## src/dfd_pkg.sv

```systemverilog
// Types, widths and codes for the discrete Frechet distance block.
// No dependencies; used by every module of the block except dfd_ram.
`default_nettype none

package dfd_pkg;

   localparam int COORD_BITS         = 16;
   localparam int MAG_BITS           = COORD_BITS;
   localparam int SQ_BITS            = 2 * COORD_BITS;
   localparam int DSQ_BITS           = SQ_BITS + 1;
   localparam int DIST_BITS          = 17;
   localparam int STATUS_BITS        = 2;
   localparam int MAX_POINTS_DEFAULT = 1024;

   localparam logic OP_REF   = 1'b0;
   localparam logic OP_QUERY = 1'b1;

   localparam logic [STATUS_BITS-1:0] STATUS_OK    = 2'd0;
   localparam logic [STATUS_BITS-1:0] STATUS_EMPTY = 2'd1;
   localparam logic [STATUS_BITS-1:0] STATUS_TRUNC = 2'd2;

   typedef enum logic [2:0] {
      ST_IDLE,
      ST_DIFF,
      ST_SQX,
      ST_SQY,
      ST_CELL,
      ST_EMIT
   } state_type;

   // Controls for the squared distance unit, one step per cycle.
   typedef struct packed {
      logic cap_diff;
      logic sq_x;
      logic sq_y;
   } sq_ctrl_type;

endpackage

`default_nettype wire

```

## src/dfd_sqdist.sv

```systemverilog
// Squared Euclidean distance unit with one shared multiplier used twice.
// Depends on dfd_pkg for widths and the control struct.
`default_nettype none

module dfd_sqdist (
   input  wire logic                                  clock,
   input  wire dfd_pkg::sq_ctrl_type                  ctrl,
   input  wire logic signed [dfd_pkg::COORD_BITS-1:0] qx,
   input  wire logic signed [dfd_pkg::COORD_BITS-1:0] qy,
   input  wire logic signed [dfd_pkg::COORD_BITS-1:0] rx,
   input  wire logic signed [dfd_pkg::COORD_BITS-1:0] ry,
   output logic             [dfd_pkg::DSQ_BITS-1:0]   dsq
);

   import dfd_pkg::*;

   logic signed [COORD_BITS:0] dx;
   logic signed [COORD_BITS:0] dy;
   logic        [COORD_BITS:0] dx_abs;
   logic        [COORD_BITS:0] dy_abs;
   logic [MAG_BITS-1:0]        mag_x_ff;
   logic [MAG_BITS-1:0]        mag_y_ff;
   logic [MAG_BITS-1:0]        mul_op;
   logic [SQ_BITS-1:0]         product;
   logic [SQ_BITS-1:0]         sq_x_ff;
   logic [SQ_BITS-1:0]         sq_y_ff;

   always_comb begin
      dx     = {qx[COORD_BITS-1], qx} - {rx[COORD_BITS-1], rx};
      dy     = {qy[COORD_BITS-1], qy} - {ry[COORD_BITS-1], ry};
      dx_abs = dx[COORD_BITS] ? $unsigned(-dx) : $unsigned(dx);
      dy_abs = dy[COORD_BITS] ? $unsigned(-dy) : $unsigned(dy);
      // x goes through the multiplier first, then y
      mul_op  = ctrl.sq_y ? mag_y_ff : mag_x_ff;
      product = mul_op * mul_op;
      dsq     = {1'b0, sq_x_ff} + {1'b0, sq_y_ff};
   end

   always_ff @(posedge clock) begin
      if (ctrl.cap_diff) begin
         mag_x_ff <= dx_abs[MAG_BITS-1:0];
         mag_y_ff <= dy_abs[MAG_BITS-1:0];
      end
      if (ctrl.sq_x) begin
         sq_x_ff <= product;
      end
      if (ctrl.sq_y) begin
         sq_y_ff <= product;
      end
   end

endmodule

`default_nettype wire

```

## config.mk

```make
export PLATFORM = sky130hd
export DESIGN_NAME = dfd_sqdist
export DESIGN_NICKNAME = d
export VERILOG_FILES = /design/src/dfd_pkg.sv /design/src/dfd_sqdist.sv
export SDC_FILE = /design/constraint.sdc
export NUM_CORES = 1
export LEC_CHECK = 0
export BUFFER_PORTS_ARGS = -buffer_cell sky130_fd_sc_hd__buf_2
export CORE_ASPECT_RATIO = 1.5
export CORE_MARGIN = 5
export CORE_UTILIZATION = 52
export DETAILED_ROUTE_END_ITERATION = 8
export PLACE_DENSITY = 0.7
export SYNTH_ARGS = -nofsm -noshare
export SYNTH_HDL_FRONTEND = slang
export SYNTH_SLANG_ARGS = --single-unit
```

## constraint.sdc

```tcl
create_clock -name clock -period 11.83 [get_ports clock]
set_input_delay 2.366 -clock clock [delete_from_list [all_inputs] [get_ports clock]]
set_output_delay 2.366 -clock clock [all_outputs]
set_load 0.005 [all_outputs]
```

Word-level counts from Yosys, hierarchy flattened
Cells that the tools add are included.
{"block": "word_totals", "reg_bits": 96, "latchBits": 0, "romBits": 0, "ramBits": 0, "memories": 0, "out_inout_bits": 33, "inputBits": 68, "word_cells": 13}
{"block": "op_classes", "bitwise_logic": 0, "multipliers": 1, "reduce_logical": 0, "n_mux": 3, "n_eq_ne": 0, "n_addsub": 5, "div_mod_pow": 0, "n_lt_le_gt_ge": 0, "shifts": 0}
{"op": "2-to-1 mux 16 bit", "count": 3}
{"op": "subtractor 16 x 16 -> 17 bit", "count": 2}
{"op": "adder 32 x 32 -> 33 bit", "count": 1}
{"op": "multiplier 16 x 16 -> 32 bit", "count": 1}
{"op": "negator 16 bit", "count": 2}

Logic depth before layout (Yosys ltp)
{"block": "logic_depth", "depth_word": 3, "ltp_mapped": 28, "ltp_nobuf": 26}

Least setup slack after synthesis
OpenSTA, ideal clock, no wires.
{"block": "synth_path", "path_kind": "input port to flip-flop", "startpoint": "in ctrl[0] (netlist name)", "endpoint": "reg sq_x_ff[31] (data pin)", "t_required_ps": 11572, "setup_time_ps": 258, "arrival_time_ps": 9285, "path_slack_ps": 2286, "path_buffers": 3, "path_stages": 25, "cell_sequence": "buf_1 clkbuf_1 mux2i_1 inv_1 clkbuf_1 fa_1 inv_1 fa_1 inv_1 fa_1 fa_1 fa_1 inv_1 fa_1 inv_1 ha_1 a21o_1 a21o_1 a21o_1 a2bb2oi_1 nor4_1 o311ai_1 a21oi_1 or4_1 and3_1"}
{"block": "synth_via", "elab_chain_len": 2}
{"element": "start, declared", "line_no": "dfd_sqdist.sv:7", "text": "input wire dfd_pkg::sq_ctrl_type ctrl,"}
{"element": "2-to-1 mux 16 bit", "line_no": "dfd_sqdist.sv:34", "text": "mul_op = ctrl.sq_y ? mag_y_ff : mag_x_ff;"}
{"element": "multiplier 16 x 16 -> 32 bit", "line_no": "dfd_sqdist.sv:35", "text": "product = mul_op * mul_op;"}
{"element": "named net product[31]", "line_no": "dfd_sqdist.sv:24", "text": "logic [SQ_BITS-1:0] product;"}
{"element": "end signal, assigned", "line_no": "dfd_sqdist.sv:45", "text": "sq_x_ff <= product;"}
{"element": "end, declared", "line_no": "dfd_sqdist.sv:25", "text": "logic [SQ_BITS-1:0] sq_x_ff;"}
The timed path passes the listed nets, and every way through them passes these cells.
A chain may end at the register's enable or synchronous reset.

Worst setup path after layout
Ends and elaborated chain as after synthesis.

==> summary.txt <==
Global routing
  – First-pass GRT wire length: ~49,000 µm
  – Grt ovf: 0
  – Initial antenna violation count: 0
  – Global Route Usage Sum: about a fifth
  – Largest net degree at the start of global routing: 40
  – Vias in the first global route: 10,700

Critical path
  – Reg2reg setup slack: ~3700 ps
  – FF-to-FF Start: mag_y_ff[11]$_DFFE_PP_
  – Critical path origin: ctrl[0]
  – Critical Path Start Type: primary input
  – Slowest stage delay, CP: just under 900 ps
  – Critical Path Sink Type: register
  – Data required time of the critical path: between 10,000 and 15,000 ps
  – Worst Setup EP: sq_x_ff[31]$_DFFE_PP_
  – Slowest CP cell: mux2i_1
  – Crit-path leading delay family: adder cells
  – Critical R2R Capture: sq_x_ff[31]$_DFFE_PP_
  – Worst Path Max Fanout: 13
  – Crit Path Category: primary input to register
  – Critical path depth in cells: 25
  – CP Buf/Inv Count: 7
  – R2R cell count: 24
  – Arrival @ worst endpoint: between 10,000 and 15,000 ps

Place
  – RD Place Congestion: roughly 0.94
  – Dpl hpwl: about 25,000 µm
  – Placed cell count: about 1,900
  – Port Buf Inserts: 100

Clocking
  – # H-tree levels: 3
  – Worst-Skew Late Latency: about 360 ps
  – Hold Buf Count CTS: 0
  – Maximum buffer depth of the clock tree: 2
  – Sink Count: 94
  – Post-CTS setup repair buffer count: 0
  – Root Driver: clkbuf_16
  – CTS Buf Count: 9
  – CTS tree: done
  – Gates resized, CTS repair: 0
  – Clock Pin Slew Worst Setup and Hold Paths: ~60 ps

Synthesis
  – #FFs+latches synth: 94
  – Synthesized area: around 14,000 µm²
  – Share of the synthesized area in the top cell type: about a quarter
  – Yosys cell types: 73
  – Post-synth EDFFs: 94
  – Mapped Avg Cell Area: between 9 and 10 µm²
  – Register area share after synthesis: about a fifth
  – Post-synthesis cell count: about 1,500
  – Ys flop type: edfxtp_1
  – Syn Nets: around 1,900
  – Post-synth ARST share: 0%
  – Yosys top cell by area: fa_1
  – Yosys warns: 0
  – Synth area leaders: fa_1, edfxtp_1, ha_1

Hold path
  – Hold Path Class: register to register

Layout
  – Sequential standard cell area: between 2000 and 3000 µm²
  – Share of cells above drive strength 1: about a tenth
  – Final #Nets: a little under 2,000
  – Ant diodes: 0
  – Synth-to-Final Area Change: 8.249%
  – Post-Layout Cell Count: 1,920
  – Area occupied by multi-input gates: ~9700 µm²
  – Fillers: roughly 2,300

Die
  – IO Count: 101
  – Core area: 26,310 µm²
  – Core Rows: between 70 and 80
  – Initial Util: 52.41%
  – Die area: between 20,000 and 30,000 µm²
  – Die Ht: roughly 210 µm
  – Die Wd: 143.0 µm

STA
  – Final Hold Fails: 0
  – Setup violators final: 0
  – Setup TNS: 0 ps
  – Worst Clk Skew: about 11 ps
  – Tcrit/Tclk final: between 80% and 90%
  – Fmax: about 99 MHz
  – Fin crit period: 10,130 ps
  – Slew @ Worst Pin: around 1100 ps
  – RSZ-0062 raised after global routing: false
  – Max-slew headroom: 23.21%
  – Slew Limit Fails: 0

Detailed routing
  – Detail Route Antenna Nets: 0
  – Post-DR wirelength/cell: ~15 µm
  – DRT Wirelength: between 20,000 and 30,000 µm
  – DRC: 0
  – DR vias: 10,269
  – First drt pass iteration count: 5
  – Initial DRC count: between 300 and 400
  – Drt via density: approximately 5.3

Status
  – Status: finished clean

Run
  – Max cap viols: 0
-- per-layer routing --
layer	global-route usage, %	wire length [µm]
met4	7.773	898
met2	38.34	15860
met3	2.325	1069
met5	0	0
met1	22.09	10800
-- cells in the final DEF (no fill, tap or decap), types with 11 or more instances in the layout --
cell,Yosys,routed
nor2b_1,18,18
nand2b_1,11,11
buf_2,0,100
ha_1,161,161
inv_1,311,311
o21ai_0,37,37
nor3_1,28,28
mux2i_1,12,12
nand3_1,15,15
fa_1,164,164
a21o_1,33,33
a31oi_1,15,15
xor2_1,35,35
a21oi_1,57,57
edfxtp_1,94,94
nor2_1,143,143
nand2_1,113,113
o21a_1,19,19
a211oi_1,14,14
xnor2_1,60,60
-- how the worst min path moves through the flow --
stage,start,to,depth (start not counted)
2_1_floorplan,mag_x_ff[0]$_DFFE_PP_,sq_x_ff[0]$_DFFE_PP_,2
3_3_place_gp,mag_y_ff[1]$_DFFE_PP_,sq_y_ff[2]$_DFFE_PP_,3
3_5_place_dp,mag_y_ff[1]$_DFFE_PP_,sq_x_ff[2]$_DFFE_PP_,3
4_1_cts,mag_y_ff[1]$_DFFE_PP_,sq_x_ff[2]$_DFFE_PP_,3
5_1_grt,mag_x_ff[1]$_DFFE_PP_,sq_x_ff[2]$_DFFE_PP_,3
6_report,mag_y_ff[1]$_DFFE_PP_,sq_x_ff[2]$_DFFE_PP_,3
-- Yosys cell counts, types with 6 or more instances --
| library cell | count |
|---|---|
| inv_1 | 311 |
| fa_1 | 164 |
| ha_1 | 161 |
| nor2_1 | 143 |
| nand2_1 | 113 |
| edfxtp_1 | 94 |
| xnor2_1 | 60 |
| a21oi_1 | 57 |
| o21ai_0 | 37 |
| xor2_1 | 35 |
| a21o_1 | 33 |
| nor3_1 | 28 |
| clkbuf_1 | 19 |
| o21a_1 | 19 |
| nor2b_1 | 18 |
| a31oi_1 | 15 |
| nand3_1 | 15 |
| a211oi_1 | 14 |
| mux2i_1 | 12 |
| nand2b_1 | 11 |
| mux2_2 | 9 |
| or2_2 | 8 |
| and3_1 | 7 |
| and2_1 | 6 |
| o21bai_1 | 6 |
| o31ai_1 | 6 |
-- final cells by class --
cell class	count	share of cell area [%]
inverters	315	7.923
clock buffers	9	1.509
repair buffers	105	3.605
flip-flops and latches	94	18.91
well taps	337	2.825
multi-input cells	1054	64.91
clock inverters	6	0.3102
-- stage by stage --
step	utilization (%)	hold WS, ps	setup slack (ps)	area [µm²]
floorplan	-	689.5	2286	13790
global placement	55.70	853.5	1454	14650
detailed placement	55.70	855.8	1375	14650
CTS	56.74	863.4	1768	14920
global route	56.74	933.8	1332	14920
finish	56.74	854.9	1703	14920
-- kinds of logic after synthesis --
kind of cell               synth area share, %
muxes                                    1.606
and+or+nand+nor                          12.36
adders and majority gates                38.42
xor gates and xnor gates                 6.035
AOI/OAI and AO/OA                        11.84
buffers and inverters                    9.257
DFF                                      20.47
-- flip-flops by register name, summed over array words and instances (netlist names) --
name	count
sq_x_ff	31
mag_y_ff	16
mag_x_ff	16
sq_y_ff	31
-- worst reg2reg max path: cells and delay by family (launching register included) --
kind	cells	cell delay (ps)
multiplexers	1	810
adder cells (fa/ha/maj)	7	3370
AO/OA/AOI/OAI	6	1480
buffers and inverters	6	800
AND/OR/NAND/NOR	4	1020
flip-flops	1	400
Power is left out: the tool's default activity adds up to more than one toggle a clock period on the data nets, which glitch-free logic cannot reach.
