===== config.mk =====
export PLATFORM = sky130hd
export DESIGN_NAME = dfd_isqrt
export DESIGN_NICKNAME = d
export VERILOG_FILES = /design/src/dfd_pkg.sv /design/src/dfd_isqrt.sv
export SDC_FILE = /design/constraint.sdc
export NUM_CORES = 1
export LEC_CHECK = 0
export BUFFER_PORTS_ARGS = -buffer_cell sky130_fd_sc_hd__buf_4
export CAP_MARGIN = 20
export CORE_MARGIN = 1.5
export CORE_UTILIZATION = 46
export DETAILED_ROUTE_END_ITERATION = 8
export HOLD_SLACK_MARGIN = 0.05
export PLACE_DENSITY = 0.64
export SLEW_MARGIN = 20
export SYNTH_ARGS = -nofsm -noshare
export SYNTH_HDL_FRONTEND = slang
export SYNTH_SLANG_ARGS = --single-unit

===== constraint.sdc =====
create_clock -name clock -period 2.8 [get_ports clock]
set_input_delay 0.56 -clock clock [delete_from_list [all_inputs] [get_ports clock]]
set_output_delay 0.56 -clock clock [all_outputs]
set_load 0.01 [all_outputs]

===== src/dfd_pkg.sv =====
// Types, widths and codes for the discrete Frechet distance block.
// No dependencies; used by every module of the block except dfd_ram.
`default_nettype none

package dfd_pkg;

   localparam int COORD_BITS         = 16;
   localparam int MAG_BITS           = COORD_BITS;
   localparam int SQ_BITS            = 2 * COORD_BITS;
   localparam int DSQ_BITS           = SQ_BITS + 1;
   localparam int DIST_BITS          = 17;
   localparam int STATUS_BITS        = 2;
   localparam int MAX_POINTS_DEFAULT = 1024;

   localparam logic OP_REF   = 1'b0;
   localparam logic OP_QUERY = 1'b1;

   localparam logic [STATUS_BITS-1:0] STATUS_OK    = 2'd0;
   localparam logic [STATUS_BITS-1:0] STATUS_EMPTY = 2'd1;
   localparam logic [STATUS_BITS-1:0] STATUS_TRUNC = 2'd2;

   typedef enum logic [2:0] {
      ST_IDLE,
      ST_DIFF,
      ST_SQX,
      ST_SQY,
      ST_CELL,
      ST_EMIT
   } state_type;

   // Controls for the squared distance unit, one step per cycle.
   typedef struct packed {
      logic cap_diff;
      logic sq_x;
      logic sq_y;
   } sq_ctrl_type;

endpackage

`default_nettype wire


===== src/dfd_isqrt.sv =====
// Floored integer square root, two radicand bits per cycle.
// Depends on dfd_pkg for the operand and root widths.
`default_nettype none

module dfd_isqrt (
   input  wire logic                          clock,
   input  wire logic                          reset,
   input  wire logic                          start,
   input  wire logic [dfd_pkg::DSQ_BITS-1:0]  value,
   output logic                               busy,
   output logic      [dfd_pkg::DIST_BITS-1:0] root
);

   import dfd_pkg::*;

   localparam int VAL_BITS = 2 * DIST_BITS;
   localparam int REM_BITS = DIST_BITS + 1;
   localparam int CNT_BITS = $clog2(DIST_BITS);

   logic                busy_ff,  busy_in;
   logic [CNT_BITS-1:0] cnt_ff,   cnt_in;
   logic [VAL_BITS-1:0] val_ff,   val_in;
   logic [REM_BITS-1:0] rem_ff,   rem_in;
   logic [DIST_BITS-1:0] root_ff, root_in;
   logic [REM_BITS+1:0] rem_sh;
   logic [REM_BITS+1:0] trial;

   always_comb begin
      busy_in = busy_ff;
      cnt_in  = cnt_ff;
      val_in  = val_ff;
      rem_in  = rem_ff;
      root_in = root_ff;
      rem_sh  = {rem_ff, val_ff[VAL_BITS-1 -: 2]};
      trial   = (REM_BITS + 2)'({root_ff, 2'b01});
      if (start) begin
         busy_in = 1'b1;
         cnt_in  = CNT_BITS'(DIST_BITS - 1);
         val_in  = VAL_BITS'(value);
         rem_in  = '0;
         root_in = '0;
      end else if (busy_ff) begin
         val_in = {val_ff[VAL_BITS-3:0], 2'b00};
         if (rem_sh >= trial) begin
            rem_in  = REM_BITS'(rem_sh - trial);
            root_in = {root_ff[DIST_BITS-2:0], 1'b1};
         end else begin
            rem_in  = rem_sh[REM_BITS-1:0];
            root_in = {root_ff[DIST_BITS-2:0], 1'b0};
         end
         cnt_in = cnt_ff - 1'b1;
         if (cnt_ff == '0) begin
            busy_in = 1'b0;
         end
      end
   end

   always_ff @(posedge clock) begin
      if (reset) begin
         busy_ff <= 1'b0;
      end else begin
         busy_ff <= busy_in;
      end
      cnt_ff  <= cnt_in;
      val_ff  <= val_in;
      rem_ff  <= rem_in;
      root_ff <= root_in;
   end

   assign busy = busy_ff;
   assign root = root_ff;

endmodule

`default_nettype wire


## Word level (Yosys, flattened, before mapping)

Index checks and enable logic that the tools add are counted.

| word-level totals | value |
|---|---|
| logic and storage cells | 18 |
| register bits after elaboration | 75 |
| output and inout port bits | 18 |
| input port bits | 36 |

| cells by class | value |
|---|---|
| magnitude comparators | 1 |
| add/subtract/negate cells | 2 |
| reduce and logical (&&, ||, !) cells | 2 |
| muxes and demuxes | 7 |

Operators by type and width:

| cell | count |
|---|---|
| $mux W33 | 2 |
| $ge A20 B19 Y1 | 1 |
| $mux W18 | 1 |
| $sub A18 B18 Y18 | 1 |
| $logic_not A5 Y1 | 1 |
| $sub A5 B1 Y5 const B | 1 |
| $mux W1 | 4 |
| $reduce_bool A2 Y1 | 1 |

## Logic depth before layout (Yosys ltp)

Gate-level depths: netlist (run 1).

| logic depth | value |
|---|---|
| depth after elaboration | 4 |
| mapped depth | 11 |
| depth with buffers taken out | 9 |

## Worst setup path after synthesis (run 1)

Ideal clock, no wire load.

| path | value |
|---|---|
| kind | flip-flop to flip-flop |
| from | register root_ff[5] (netlist: root[5]) |
| to | register rem_ff[1] |
| setup slack | 0.469 ns |
| arrival time | 2.215 ns |
| data required time | 2.683 ns |
| library setup time | 0.117 ns |
| stages on the path, launching flop included | 12 |
| clock period less this slack | 2.331 ns |
| path buffers | 2 |
| cells stage by stage | dfxtp_1 inv_1 ha_1 buf_6 a21oi_2 o211ai_1 o2111ai_1 nand3_1 o32a_4 buf_6 mux2i_1 a22o_1 |

| on the way | value |
|---|---|
| word-level cells in the longest chain between the ends | 2 |

Ends and longest elaborated chain:

| element | RTL line | text |
|---|---|---|
| start, declared | dfd_isqrt.sv:24 | `logic [DIST_BITS-1:0] root_ff, root_in;` |
| start signal, assigned | dfd_isqrt.sv:67 | `root_ff <= root_in;` |
| $ge A20 B19 Y1 | dfd_isqrt.sv:44 | `if (rem_sh >= trial) begin` |
| $mux W18 | dfd_isqrt.sv:44 |  |
| end signal, assigned | dfd_isqrt.sv:66 | `rem_ff <= rem_in;` |
| end, declared | dfd_isqrt.sv:23 | `logic [REM_BITS-1:0] rem_ff, rem_in;` |

Every way passes these cells.
A chain may end at the register's enable or synchronous reset.

## Worst setup path in the final report (run 1)

| path | value |
|---|---|
| from | register root_ff[15] (netlist: root[15]) |
| to | register rem_ff[7] |

The elaborated chain is that of the path after synthesis.

==> summary.md, run 1 <==
| Metric | Value |
|---|---|
| Status | completed |
| Synth area leader | edfxtp_1 |
| Synth Cell Area | 0.004095 mm2 |
| DP Worst Slack | 0.1652 ns |
| Post-Synthesis Cells | 397 |
| Layout cells sized above 1 | 24.94% |
| DRT iter0 DRCs | 176 |
| Compound-gate portion of the synthesized area | 12.04% |
| Core Box Area | 0.008678 mm2 |
| Num rows | 34 |
| Gr ovfl total | 0 |
| LEAKAGE | 1.941 nW |
| RSZ-0062 raised after global routing | yes |
| Syn Area/Cell | 10.32 um2 |
| Post-CTS Hold Buffers | 0 |
| Final WS setup | 0.1944 ns |
| CTS Buffer Depth | 2 |
| Largest family of logic cells by synthesized area | multiplexers |
| XOR/XNOR Fraction of Synth Area | 3.636% |
| Routability Congestion | 0.8382 |
| Gr usage total | 18.44% |
| Die area | 0.009478 mm2 |
| Yosys cell types | 52 |
| CP Capture Type | flip-flop |
| Synthesized Nets | 453 |
| Initial Utilization | 47.19% |
| Crit-path max cell delay | 0.52 ns |
| Area Growth Syn to Fin | 16.44% |
| GR peak layer | met2 |
| Setup Crit Path Kind | reg2reg |
| Die extent in y | 97.36 um |
| Startpoint Class | flip-flop |
| Initial antenna violation count | 0 |
| Layout Utilization | 54.95% |
| Top_reg_cell synth | dfxtp_1 |
| CTS Sinks | 75 |
| TritonCTS buffer count | 9 |
| Count leader, synth | nor2_1 |
| Post-synth ARST share | 0% |
| Max-capacitance violation count | 0 |
| Number of global-route vias before repair | 2942 |
| Die width | 97.36 um |
| CTS tree | built |
| Grt met3 use | 3.957% |
| Synth area leaders | edfxtp_1 24%, dfxtp_1 21%, mux2_2 8.5%, mux2i_1 7.1%, ha_1 6.1% |
| DRC | 0 |
| Share of the synthesized area in the top cell type | 24.20% |
| WHS | 0.3410 ns |
| Slew margin rel. | 60.74% |
| Hold WC Path Type | in2reg |
| Met2 GRT Util | 28.94% |
| Slowest CP cell | o32a_4 |
| Routed WL | 8177 um |
| CP required | 3.07 ns |
| Sequential fraction of the synthesis area | 44.73% |
| Peak VDD IR | 0.0007527 V |
| Reg2reg path depth | 8 |
| Final HPWL DP | 5646 um |
| # IOs | 54 |
| Antenna cell count | 0 |
| Multiplexer share of the synthesized area | 15.61% |
| Final Max Slew Viols | 0 |
| Worst path cell trace | inv_1, ha_1, a21o_1, a211o_1, nand2b_1, o32a_4, and3b_1, nor4_1 |
| Final setup violation count | 0 |
| Final Skew | 0.009267 ns |
| Final hold viol count | 0 |
| Crit path max fanout | 24 |
| Tot Pwr | 4.789 mW |
| First-pass GRT wire length | 14300 um |
| Number of synthesis warnings | 0 |
| Placed insts | 541 |
| Avg WL per Cell | 14.68 um |
| Simple-gate portion of the synthesized area | 12.62% |
| Global Route met1 Usage | 25.07% |
| Via count | 2981 |
| Max Fclk | 0.3838 GHz |
| Synth top cells by count | 49 x nor2_1, 42 x dfxtp_1, 33 x edfxtp_1 |
| CTS H-tree depth | 3 |
| Buffer type at the clock tree root | clkbuf_8 |
| Min Tclk post-route | 2.606 ns |
| Postcts setup bufs | 0 |
| Critical Path AT | 2.87 ns |
| Vias/cell | 5.352 |
| Final period utilization | 93.06% |
| Post-synth EDFFs | 33 |
| Worst-margin pin slew | 0.5868 ns |
| Antenna viol nets, final | 0 |
| Area share of fa/ha/maj cells after synthesis | 6.111% |
| Clock slew at reported path FFs | 0.09 ns |
| Register bit count reported by yosys | 75 |
| PortBufs | 53 |
| Drt pass-1 iters | 4 |
| Worst-Skew Late Latency | 0.36 ns |
| Post-route insts no fill | 557 |
| Largest net degree at the start of global routing | 40 |
| Hold Path Depth | 2 |
| Power Dens Cells | 1004 mW/mm2 |
| Final Net Count | 500 |
==> layer usage <==
layer / vias up / wire (um)
met5: - / 0
met4: 0 / 102
met3: 8 / 374
met2: 65 / 3776
met1: 1390 / 3924
li1: 1518 / -
==> sequential cells by signal, indices dropped and copies added, names as in the netlist <==
signal and cells:
root 17, cnt_ff 5, busy 1, rem_ff 18, val_ff 34
==> cell families (layout without fill, tap and decap cells) <==
logic type               Yosys count  after routing
multiplexers                      60             60
adder cells (fa/ha/maj)           20             20
XOR/XNOR                          17             17
AO/OA/AOI/OAI                     70             70
flip-flops                        75             75
buffers and inverters             48            100
AND/OR/NAND/NOR                  107            107
==> final cells by class <==
class | count | area [um2]
clock buffers | 9 | 123.9
multi-input cells | 274 | 2049
flip-flops and latches | 75 | 1833
clock inverters | 7 | 90.09
inverters | 25 | 93.84
fillers | 796 | 3910
repair buffers | 59 | 442.9
well taps | 108 | 135.1
==> power breakdown <==
group	leakage, nW	switching (mW)	internal, mW
registers	0.676	0.110	1.31
clock network	0.110	0.465	0.438
logic	1.15	1.31	1.15
total	1.94	1.88	2.90
==> cells in the final DEF, fill, tap and decap left out, drive strengths merged, types with 2 or more instances in the layout <==
cell,synthesis,layout
mux2i,29,29
o21ai,16,16
inv,25,30
a211oi,12,12
nor2,49,49
mux2,31,31
o211ai,3,3
buf,10,59
o2111ai,2,2
nand2b,3,3
nor3,8,8
ha,20,20
nand3b,3,3
a21o,3,3
a211o,3,3
or3,2,2
clkbuf,13,9
nor4b,2,2
nor2b,4,4
a31oi,2,2
o31a,3,3
nand3,5,5
xnor2,9,9
a21oi,15,15
nand2,18,18
o21a,4,4
dfxtp,42,42
nor3b,2,2
xor2,8,8
and3b,2,2
nand4,2,2
and2,2,2
edfxtp,33,33
==> metrics by stage <==
step                      TNS (ns)  area (um2)
after floorplan                  0        4095
after global placement           0        4553
after detailed placement         0        4553
after CTS                        0        4767
after global routing      -0.02979        4768
final                            0        4768
==> critical path, delay by kind of cell, from the launching register on <==
| kind | cells | cell delay, ns |
|---|---|---|
| buffers and inverters | 1 | 0.06 |
| flip-flops | 1 | 0.38 |
| AO/OA/AOI/OAI | 3 | 1.04 |
| AND/OR/NAND/NOR | 3 | 0.67 |
| adder cells (fa/ha/maj) | 1 | 0.35 |
==> timing repair <==
action | 4_1_cts | 5_1_grt
endpoints found under the setup margin | 0 | 4
gates resized for setup | 0 | 1
endpoints found under the hold margin | 0 | 0
==> final timing paths <==
check                                start    endpoint  slack, ns
worst max-delay path              root[15]   rem_ff[7]       0.19
worst min-delay path                 reset        busy       0.34
worst max register to register    root[15]   rem_ff[7]       0.19
worst min register to register  rem_ff[17]  rem_ff[17]       0.46
(Power assumes the default switching activity.)
==> run 2, diff against run 1 <==
--- a/config.mk
+++ b/config.mk
@@ -7,7 +7,8 @@
 export LEC_CHECK = 0
 export BUFFER_PORTS_ARGS = -buffer_cell sky130_fd_sc_hd__buf_4
 export CAP_MARGIN = 20
-export CORE_MARGIN = 1.5
+export CORE_ASPECT_RATIO = 0.8
+export CORE_MARGIN = 2
 export CORE_UTILIZATION = 46
 export DETAILED_ROUTE_END_ITERATION = 8
 export HOLD_SLACK_MARGIN = 0.05
==> constraint.sdc (replaced) <==
create_clock -name clock -period 3 [get_ports clock]
set_input_delay 0.6 -clock clock [delete_from_list [all_inputs] [get_ports clock]]
set_output_delay 0.6 -clock clock [all_outputs]
set_load 0.01 [all_outputs]
==> summary.md, run 2 (synthesis results as in run 1) <==
| Metric | Value |
|---|---|
| Status | completed |
| CTS tree | built |
| Worst path cell trace | inv_1, ha_1, nor2b_1, o21a_1, o21ai_0, nand3_1, o32a_4, and3b_1, nor4_1 |
| Final hold viol count | 0 |
| Via count | 2992 |
| Post-CTS Hold Buffers | 0 |
| RSZ-0062 raised after global routing | no |
| Min Tclk post-route | 2.734 ns |
| Number of global-route vias before repair | 2872 |
| Die extent in y | 88.39 um |
| Gate power share | 53.3% |
| Vias/cell | 5.343 |
| Placed insts | 544 |
| Largest register FFs | 34 |
| Gr ovfl total | 0 |
| DRC | 0 |
| Post-route insts no fill | 560 |
| Slew margin rel. | 64.80% |
| Largest net degree at the start of global routing | 43 |
| First-pass GRT wire length | 13740 um |
| Antenna viol nets, final | 0 |
| Layout cells sized above 1 | 24.33% |
| Crit-path max cell delay | 0.55 ns |
| CTS Buffer Depth | 2 |
| CTS Sinks | 75 |
| Gr usage total | 18.50% |
| Num rows | 30 |
| Final Skew | 0.007001 ns |
| TritonCTS buffer count | 9 |
| Max-capacitance violation count | 0 |
| Die area | 0.009678 mm2 |
| # IOs | 54 |
| Seq pwr share | 30.9% |
| Area Growth Syn to Fin | 15.09% |
| Hold WC Path Type | in2reg |
| Switching power | 1.697 mW |
| Die width | 109.5 um |
| Postcts setup bufs | 0 |
| Final Max Slew Viols | 0 |
| Worst-margin pin slew | 0.5147 ns |
| LEAKAGE | 1.909 nW |
| Avg WL per Cell | 15.08 um |
| Routed WL | 8445 um |
| DRT iter0 DRCs | 195 |
| Routability Congestion | 0.8777 |
| Initial antenna violation count | 0 |
| Net Sw Frac | 39.66% |
| PortBufs | 53 |
| Crit path max fanout | 24 |
| Critical Path AT | 3.00 ns |
| Final Net Count | 499 |
| Buffer type at the clock tree root | clkbuf_8 |
| Drt pass-1 iters | 5 |
| Final setup violation count | 0 |
| Power Dens Cells | 907.6 mW/mm2 |
| Initial Utilization | 47.85% |
| Antenna cell count | 0 |
| Peak VDD IR | 0.0008043 V |
| Worst-Skew Late Latency | 0.35 ns |
| Final period utilization | 91.15% |
| CP required | 3.27 ns |
| Max Fclk | 0.3657 GHz |
| Most common cell after layout, fill and taps aside | buf_4 |
| P_int | 2.581 mW |
| Final HPWL DP | 5876 um |
| Most frequent cells in the layout | 58 x buf_4, 49 x nor2_1, 41 x dfxtp_1, 33 x edfxtp_1, 31 x mux2_2 |
| CP Capture Type | flip-flop |
| Startpoint Class | flip-flop |
| Resized Gates After CTS | 0 |
| Setup Crit Path Kind | reg2reg |
| Clock network power share | 15.8% |
| CTS H-tree depth | 3 |
| Post-Route Setup TNS | 0 ns |
| WHS | 0.3966 ns |
| Slowest CP cell | o32a_4 |
| Largest register by flop count | val_ff |
| Core Box Area | 0.008558 mm2 |
| Clock slew at reported path FFs | 0.08 ns |
-- run 2: changes by cell type in the layout (fill, tap and decap cells not counted), sizes merged --
cell,before,now
inv,30,25
buf,59,58
bufinv,1,0
clkbuf,9,11
clkinv,1,4
clkinvlp,0,1
-- run 2: path summary, 6_finish.rpt --
path | start | end | slack, ns | depth (start not counted)
worst max-delay path | root[0] | rem_ff[7] | 0.27 | 9
worst max register to register | root[0] | rem_ff[7] | 0.27 | 9
worst min register to register | rem_ff[17] | rem_ff[17] | 0.47 | 2
worst min-delay path | reset | busy | 0.40 | 2
-- run 2: worst max-delay path: cells and delay by family, from the launching register on --
kind | cells | cell delay (ns)
AO/OA/AOI/OAI | 3 | 0.99
flip-flops | 1 | 0.38
AND/OR/NAND/NOR | 4 | 0.87
buffers and inverters | 1 | 0.06
adder cells (fa/ha/maj) | 1 | 0.36
-- run 2: per-stage QoR --
stage | cell area [um2] | utilization (%) | power, mW | worst slack (ns)
CTS | 4713 | 55.07 | 4.293 | 0.3126
global placement | 4551 | 53.17 | 3.560 | 0.4325
detailed placement | 4551 | 53.17 | 3.601 | 0.3392
global route | 4713 | 55.07 | 4.607 | 0.1443
floorplan | 4095 | - | 3.293 | 0.6686
finish | 4713 | 55.07 | 4.278 | 0.2656
-- run 2: cell type report --
class	count	area, um2
Multi-Input combinational cell	274	2048
Timing Repair Buffer	58	435.4
Sequential cell	75	1833
Inverter	25	93.84
Tap cell	112	140.1
Clock buffer	11	131.4
Clock inverter	5	31.28
Fill cell	782	3845
-- run 2: per-layer routing --
layer  GRT usage (%)  up-vias  share of wire, %
met5               0        -                 0
met4           5.063        0               1.1
met3           5.523        9               4.2
met2           28.28       57                44
met1           25.63     1413                51
li1                -     1513                 -
-- run 2: power groups by stage --
stage               clock network (mW)  registers [mW]  logic (mW)
global placement                     0            1.34        2.22
floorplan                            0            1.32        1.98
detailed placement                   0            1.35        2.26
global route                     0.736            1.34        2.53
finish                           0.676            1.32        2.28
CTS                              0.700            1.32        2.27
==> run 3, diff against run 2 <==
--- a/config.mk
+++ b/config.mk
@@ -5,11 +5,13 @@
 export SDC_FILE = /design/constraint.sdc
 export NUM_CORES = 1
 export LEC_CHECK = 0
+export ABC_AREA = 1
 export BUFFER_PORTS_ARGS = -buffer_cell sky130_fd_sc_hd__buf_4
 export CAP_MARGIN = 20
-export CORE_ASPECT_RATIO = 0.8
+export CORE_ASPECT_RATIO = 1.5
 export CORE_MARGIN = 2
 export CORE_UTILIZATION = 46
+export CTS_BUF_LIST = sky130_fd_sc_hd__clkbuf_4
 export DETAILED_ROUTE_END_ITERATION = 8
 export HOLD_SLACK_MARGIN = 0.05
 export PLACE_DENSITY = 0.64
==> summary.md, run 3 <==
| Metric | Value |
|---|---|
| Placed insts | 720 |
| Via count | 3660 |
| XOR/XNOR Fraction of Synth Area | 1.259% |
| Synth area leaders | edfxtp_1 24%, nand2_1 20%, dfxtp_1 20%, inv_1 6.4%, ha_1 6.0% |
| Seq pwr share | 26.0% |
| PortBufs | 53 |
| Post-CTS Hold Buffers | 0 |
| Number of synthesis warnings | 0 |
| Final Skew | 0.01839 ns |
| Final setup violation count | 0 |
| Crit-path max cell delay | 0.43 ns |
| Area share of fa/ha/maj cells after synthesis | 5.995% |
| Core Box Area | 0.008828 mm2 |
| Min Tclk post-route | 2.364 ns |
| Routed WL | 9672 um |
| Area Growth Syn to Fin | 16.49% |
| Power Dens Cells | 1054 mW/mm2 |
| Critical path's most frequent cell | nand2_1 |
| Initial antenna violation count | 0 |
| GR peak layer | met2 |
| Hold WC Path Type | in2reg |
| Post-route cell area | 0.004862 mm2 |
| Max-capacitance violation count | 0 |
| Num rows | 42 |
| Global Route met1 Usage | 26.70% |
| Slew margin rel. | 34.18% |
| Largest net degree at the start of global routing | 45 |
| Final Max Slew Viols | 0 |
| Most common cell after layout, fill and taps aside | nand2_1 |
| Gr ovfl total | 0 |
| CP required | 3.33 ns |
| Gate power share | 58.7% |
| CTS Buffer Depth | 2 |
| Share of the synthesized area in the top cell type | 23.74% |
| Final Net Count | 677 |
| CTS tree | built |
| Antenna cell count | 0 |
| Clock slew at reported path FFs | 0.12 ns |
| Worst-Skew Late Latency | 0.43 ns |
| Top_reg_cell synth | dfxtp_1 |
| Most frequent cells in the layout | 226 x nand2_1, 71 x inv_1, 58 x buf_4, 42 x dfxtp_1, 33 x edfxtp_1 |
| First-pass GRT wire length | 16570 um |
| Die width | 81.78 um |
| Layout cells sized above 1 | 14.70% |
| Worst-margin pin slew | 0.9837 ns |
| Crit path max fanout | 32 |
| Synthesized Nets | 624 |
| Drt pass-1 iters | 5 |
| Routability Congestion | 0.8845 |
| Met2 GRT Util | 36.59% |
| Post-synth EDFFs | 33 |
| Compound-gate portion of the synthesized area | 8.094% |
| Antenna viol nets, final | 0 |
| Buffer type at the clock tree root | clkbuf_4 |
| # IOs | 54 |
| RSZ-0062 raised after global routing | no |
| Postcts setup bufs | 0 |
| Die area | 0.009867 mm2 |
| Status | completed |
| Critical Path AT | 2.70 ns |
| Synth area leader | edfxtp_1 |
| Switching power | 2.409 mW |
| CTS H-tree depth | 3 |
| Vias/cell | 4.973 |
| Startpoint Class | flip-flop |
| Yosys cell types | 38 |
| Final hold viol count | 0 |
| Clock network power share | 15.2% |
| Simple-gate portion of the synthesized area | 31.80% |
| Slowest CP cell | or2_2 |
| Setup Crit Path Kind | reg2reg |
| Gr usage total | 21.71% |
| LEAKAGE | 2.480 nW |
| CTS Sinks | 75 |
| Synth Cell Area | 0.004174 mm2 |
| Synth top cells by count | 226 x nand2_1, 71 x inv_1, 42 x dfxtp_1 |
| Post-Synthesis Cells | 568 |
| CP Capture Type | flip-flop |
| Largest register FFs | 34 |
| Post-route insts no fill | 736 |
| Worst path cell trace | inv_1, ha_1, nand2_1, nand2_1, inv_1, nand2_1, inv_2, nand2_1, nand2_1, nand4_4, or2_2, nand3_1, nand2_1 |
| Register bit count reported by yosys | 75 |
| Initial Utilization | 47.28% |
| Sequential fraction of the synthesis area | 43.88% |
| Largest register by flop count | val_ff |
| Net Sw Frac | 47.03% |
| Multiplexer share of the synthesized area | 0% |
| DRC | 0 |
| TritonCTS buffer count | 9 |
| Number of global-route vias before repair | 3669 |
| Die extent in y | 120.7 um |
| Peak VDD IR | 0.0008988 V |
| DP Area | 0.004678 mm2 |
| Avg WL per Cell | 13.14 um |
| Final period utilization | 78.81% |
| Max Fclk | 0.4229 GHz |
| Syn Area/Cell | 7.349 um2 |
| Largest family of logic cells by synthesized area | simple AND/OR/NAND/NOR gates |
| Resized Gates After CTS | 0 |
| P_int | 2.714 mW |
| Final HPWL DP | 7320 um |
| DRT iter0 DRCs | 213 |
| Post-Route Setup TNS | 0 ns |
| Grt met3 use | 4.328% |
| Post-synth ARST share | 0% |
| Count leader, synth | nand2_1 |
| Tot Pwr | 5.123 mW |
==> run 3: worst max-delay path, delay by kind of cell, from the launching register on <==
family	cells	cell delay, ns
buf+inv	3	0.22
flops	1	0.37
simple gates	9	1.31
fa+ha+maj	1	0.38
==> run 3: through the flow <==
step                utilization, %  setup WS [ns]  hold slack [ns]
floorplan                        -          1.101           0.4215
global placement             52.99         0.4367           0.4573
detailed placement           52.99         0.4069           0.4533
CTS                          55.07         0.6097           0.3843
global route                 55.07         0.3395           0.4006
finish                       55.07         0.6356           0.4066
==> run 3: cell type report <==
| cell class | count | area [um2] |
|---|---|---|
| Clock buffer | 9 | 67.56 |
| Clock inverter | 7 | 116.4 |
| Fill cell | 877 | 3966 |
| Inverter | 76 | 285.3 |
| Multi-Input combinational cell | 400 | 1968 |
| Sequential cell | 75 | 1832 |
| Tap cell | 110 | 137.6 |
| Timing Repair Buffer | 59 | 455.4 |
==> run 3: final timing paths <==
| path | cells past startpoint | startpoint | to | slack [ns] |
|---|---|---|---|---|
| hold / removal | 3 | reset | busy | 0.41 |
| setup / recovery | 13 | root[9] | rem_ff[14] | 0.64 |
| hold reg to reg | 2 | rem_ff[11] | rem_ff[11] | 0.48 |
| setup reg to reg | 13 | root[9] | rem_ff[14] | 0.64 |
==> run 3: logic make-up (layout without fill, tap and decap cells) <==
kind of cell,Yosys count,in the layout
adder cells (fa/ha/maj),20,20
XOR/XNOR,6,6
AND/OR/NAND/NOR,317,317
buffers and inverters,93,151
AO/OA/AOI/OAI,57,57
flip-flops,75,75
==> run 3: power by group through the flow <==
stage | clock network (mW) | registers [mW] | logic [mW]
after CTS | 0.798 | 1.33 | 3.01
after floorplan | 0 | 1.33 | 2.51
after global routing | 0.841 | 1.35 | 3.49
after global placement | 0 | 1.36 | 2.98
after detailed placement | 0 | 1.36 | 3.00
final | 0.781 | 1.33 | 3.01
==> run 3: layer usage <==
metal,vias up,wire (um)
met3,10,347
met2,69,4897
li1,1943,-
met5,-,0
met4,0,135
met1,1638,4292
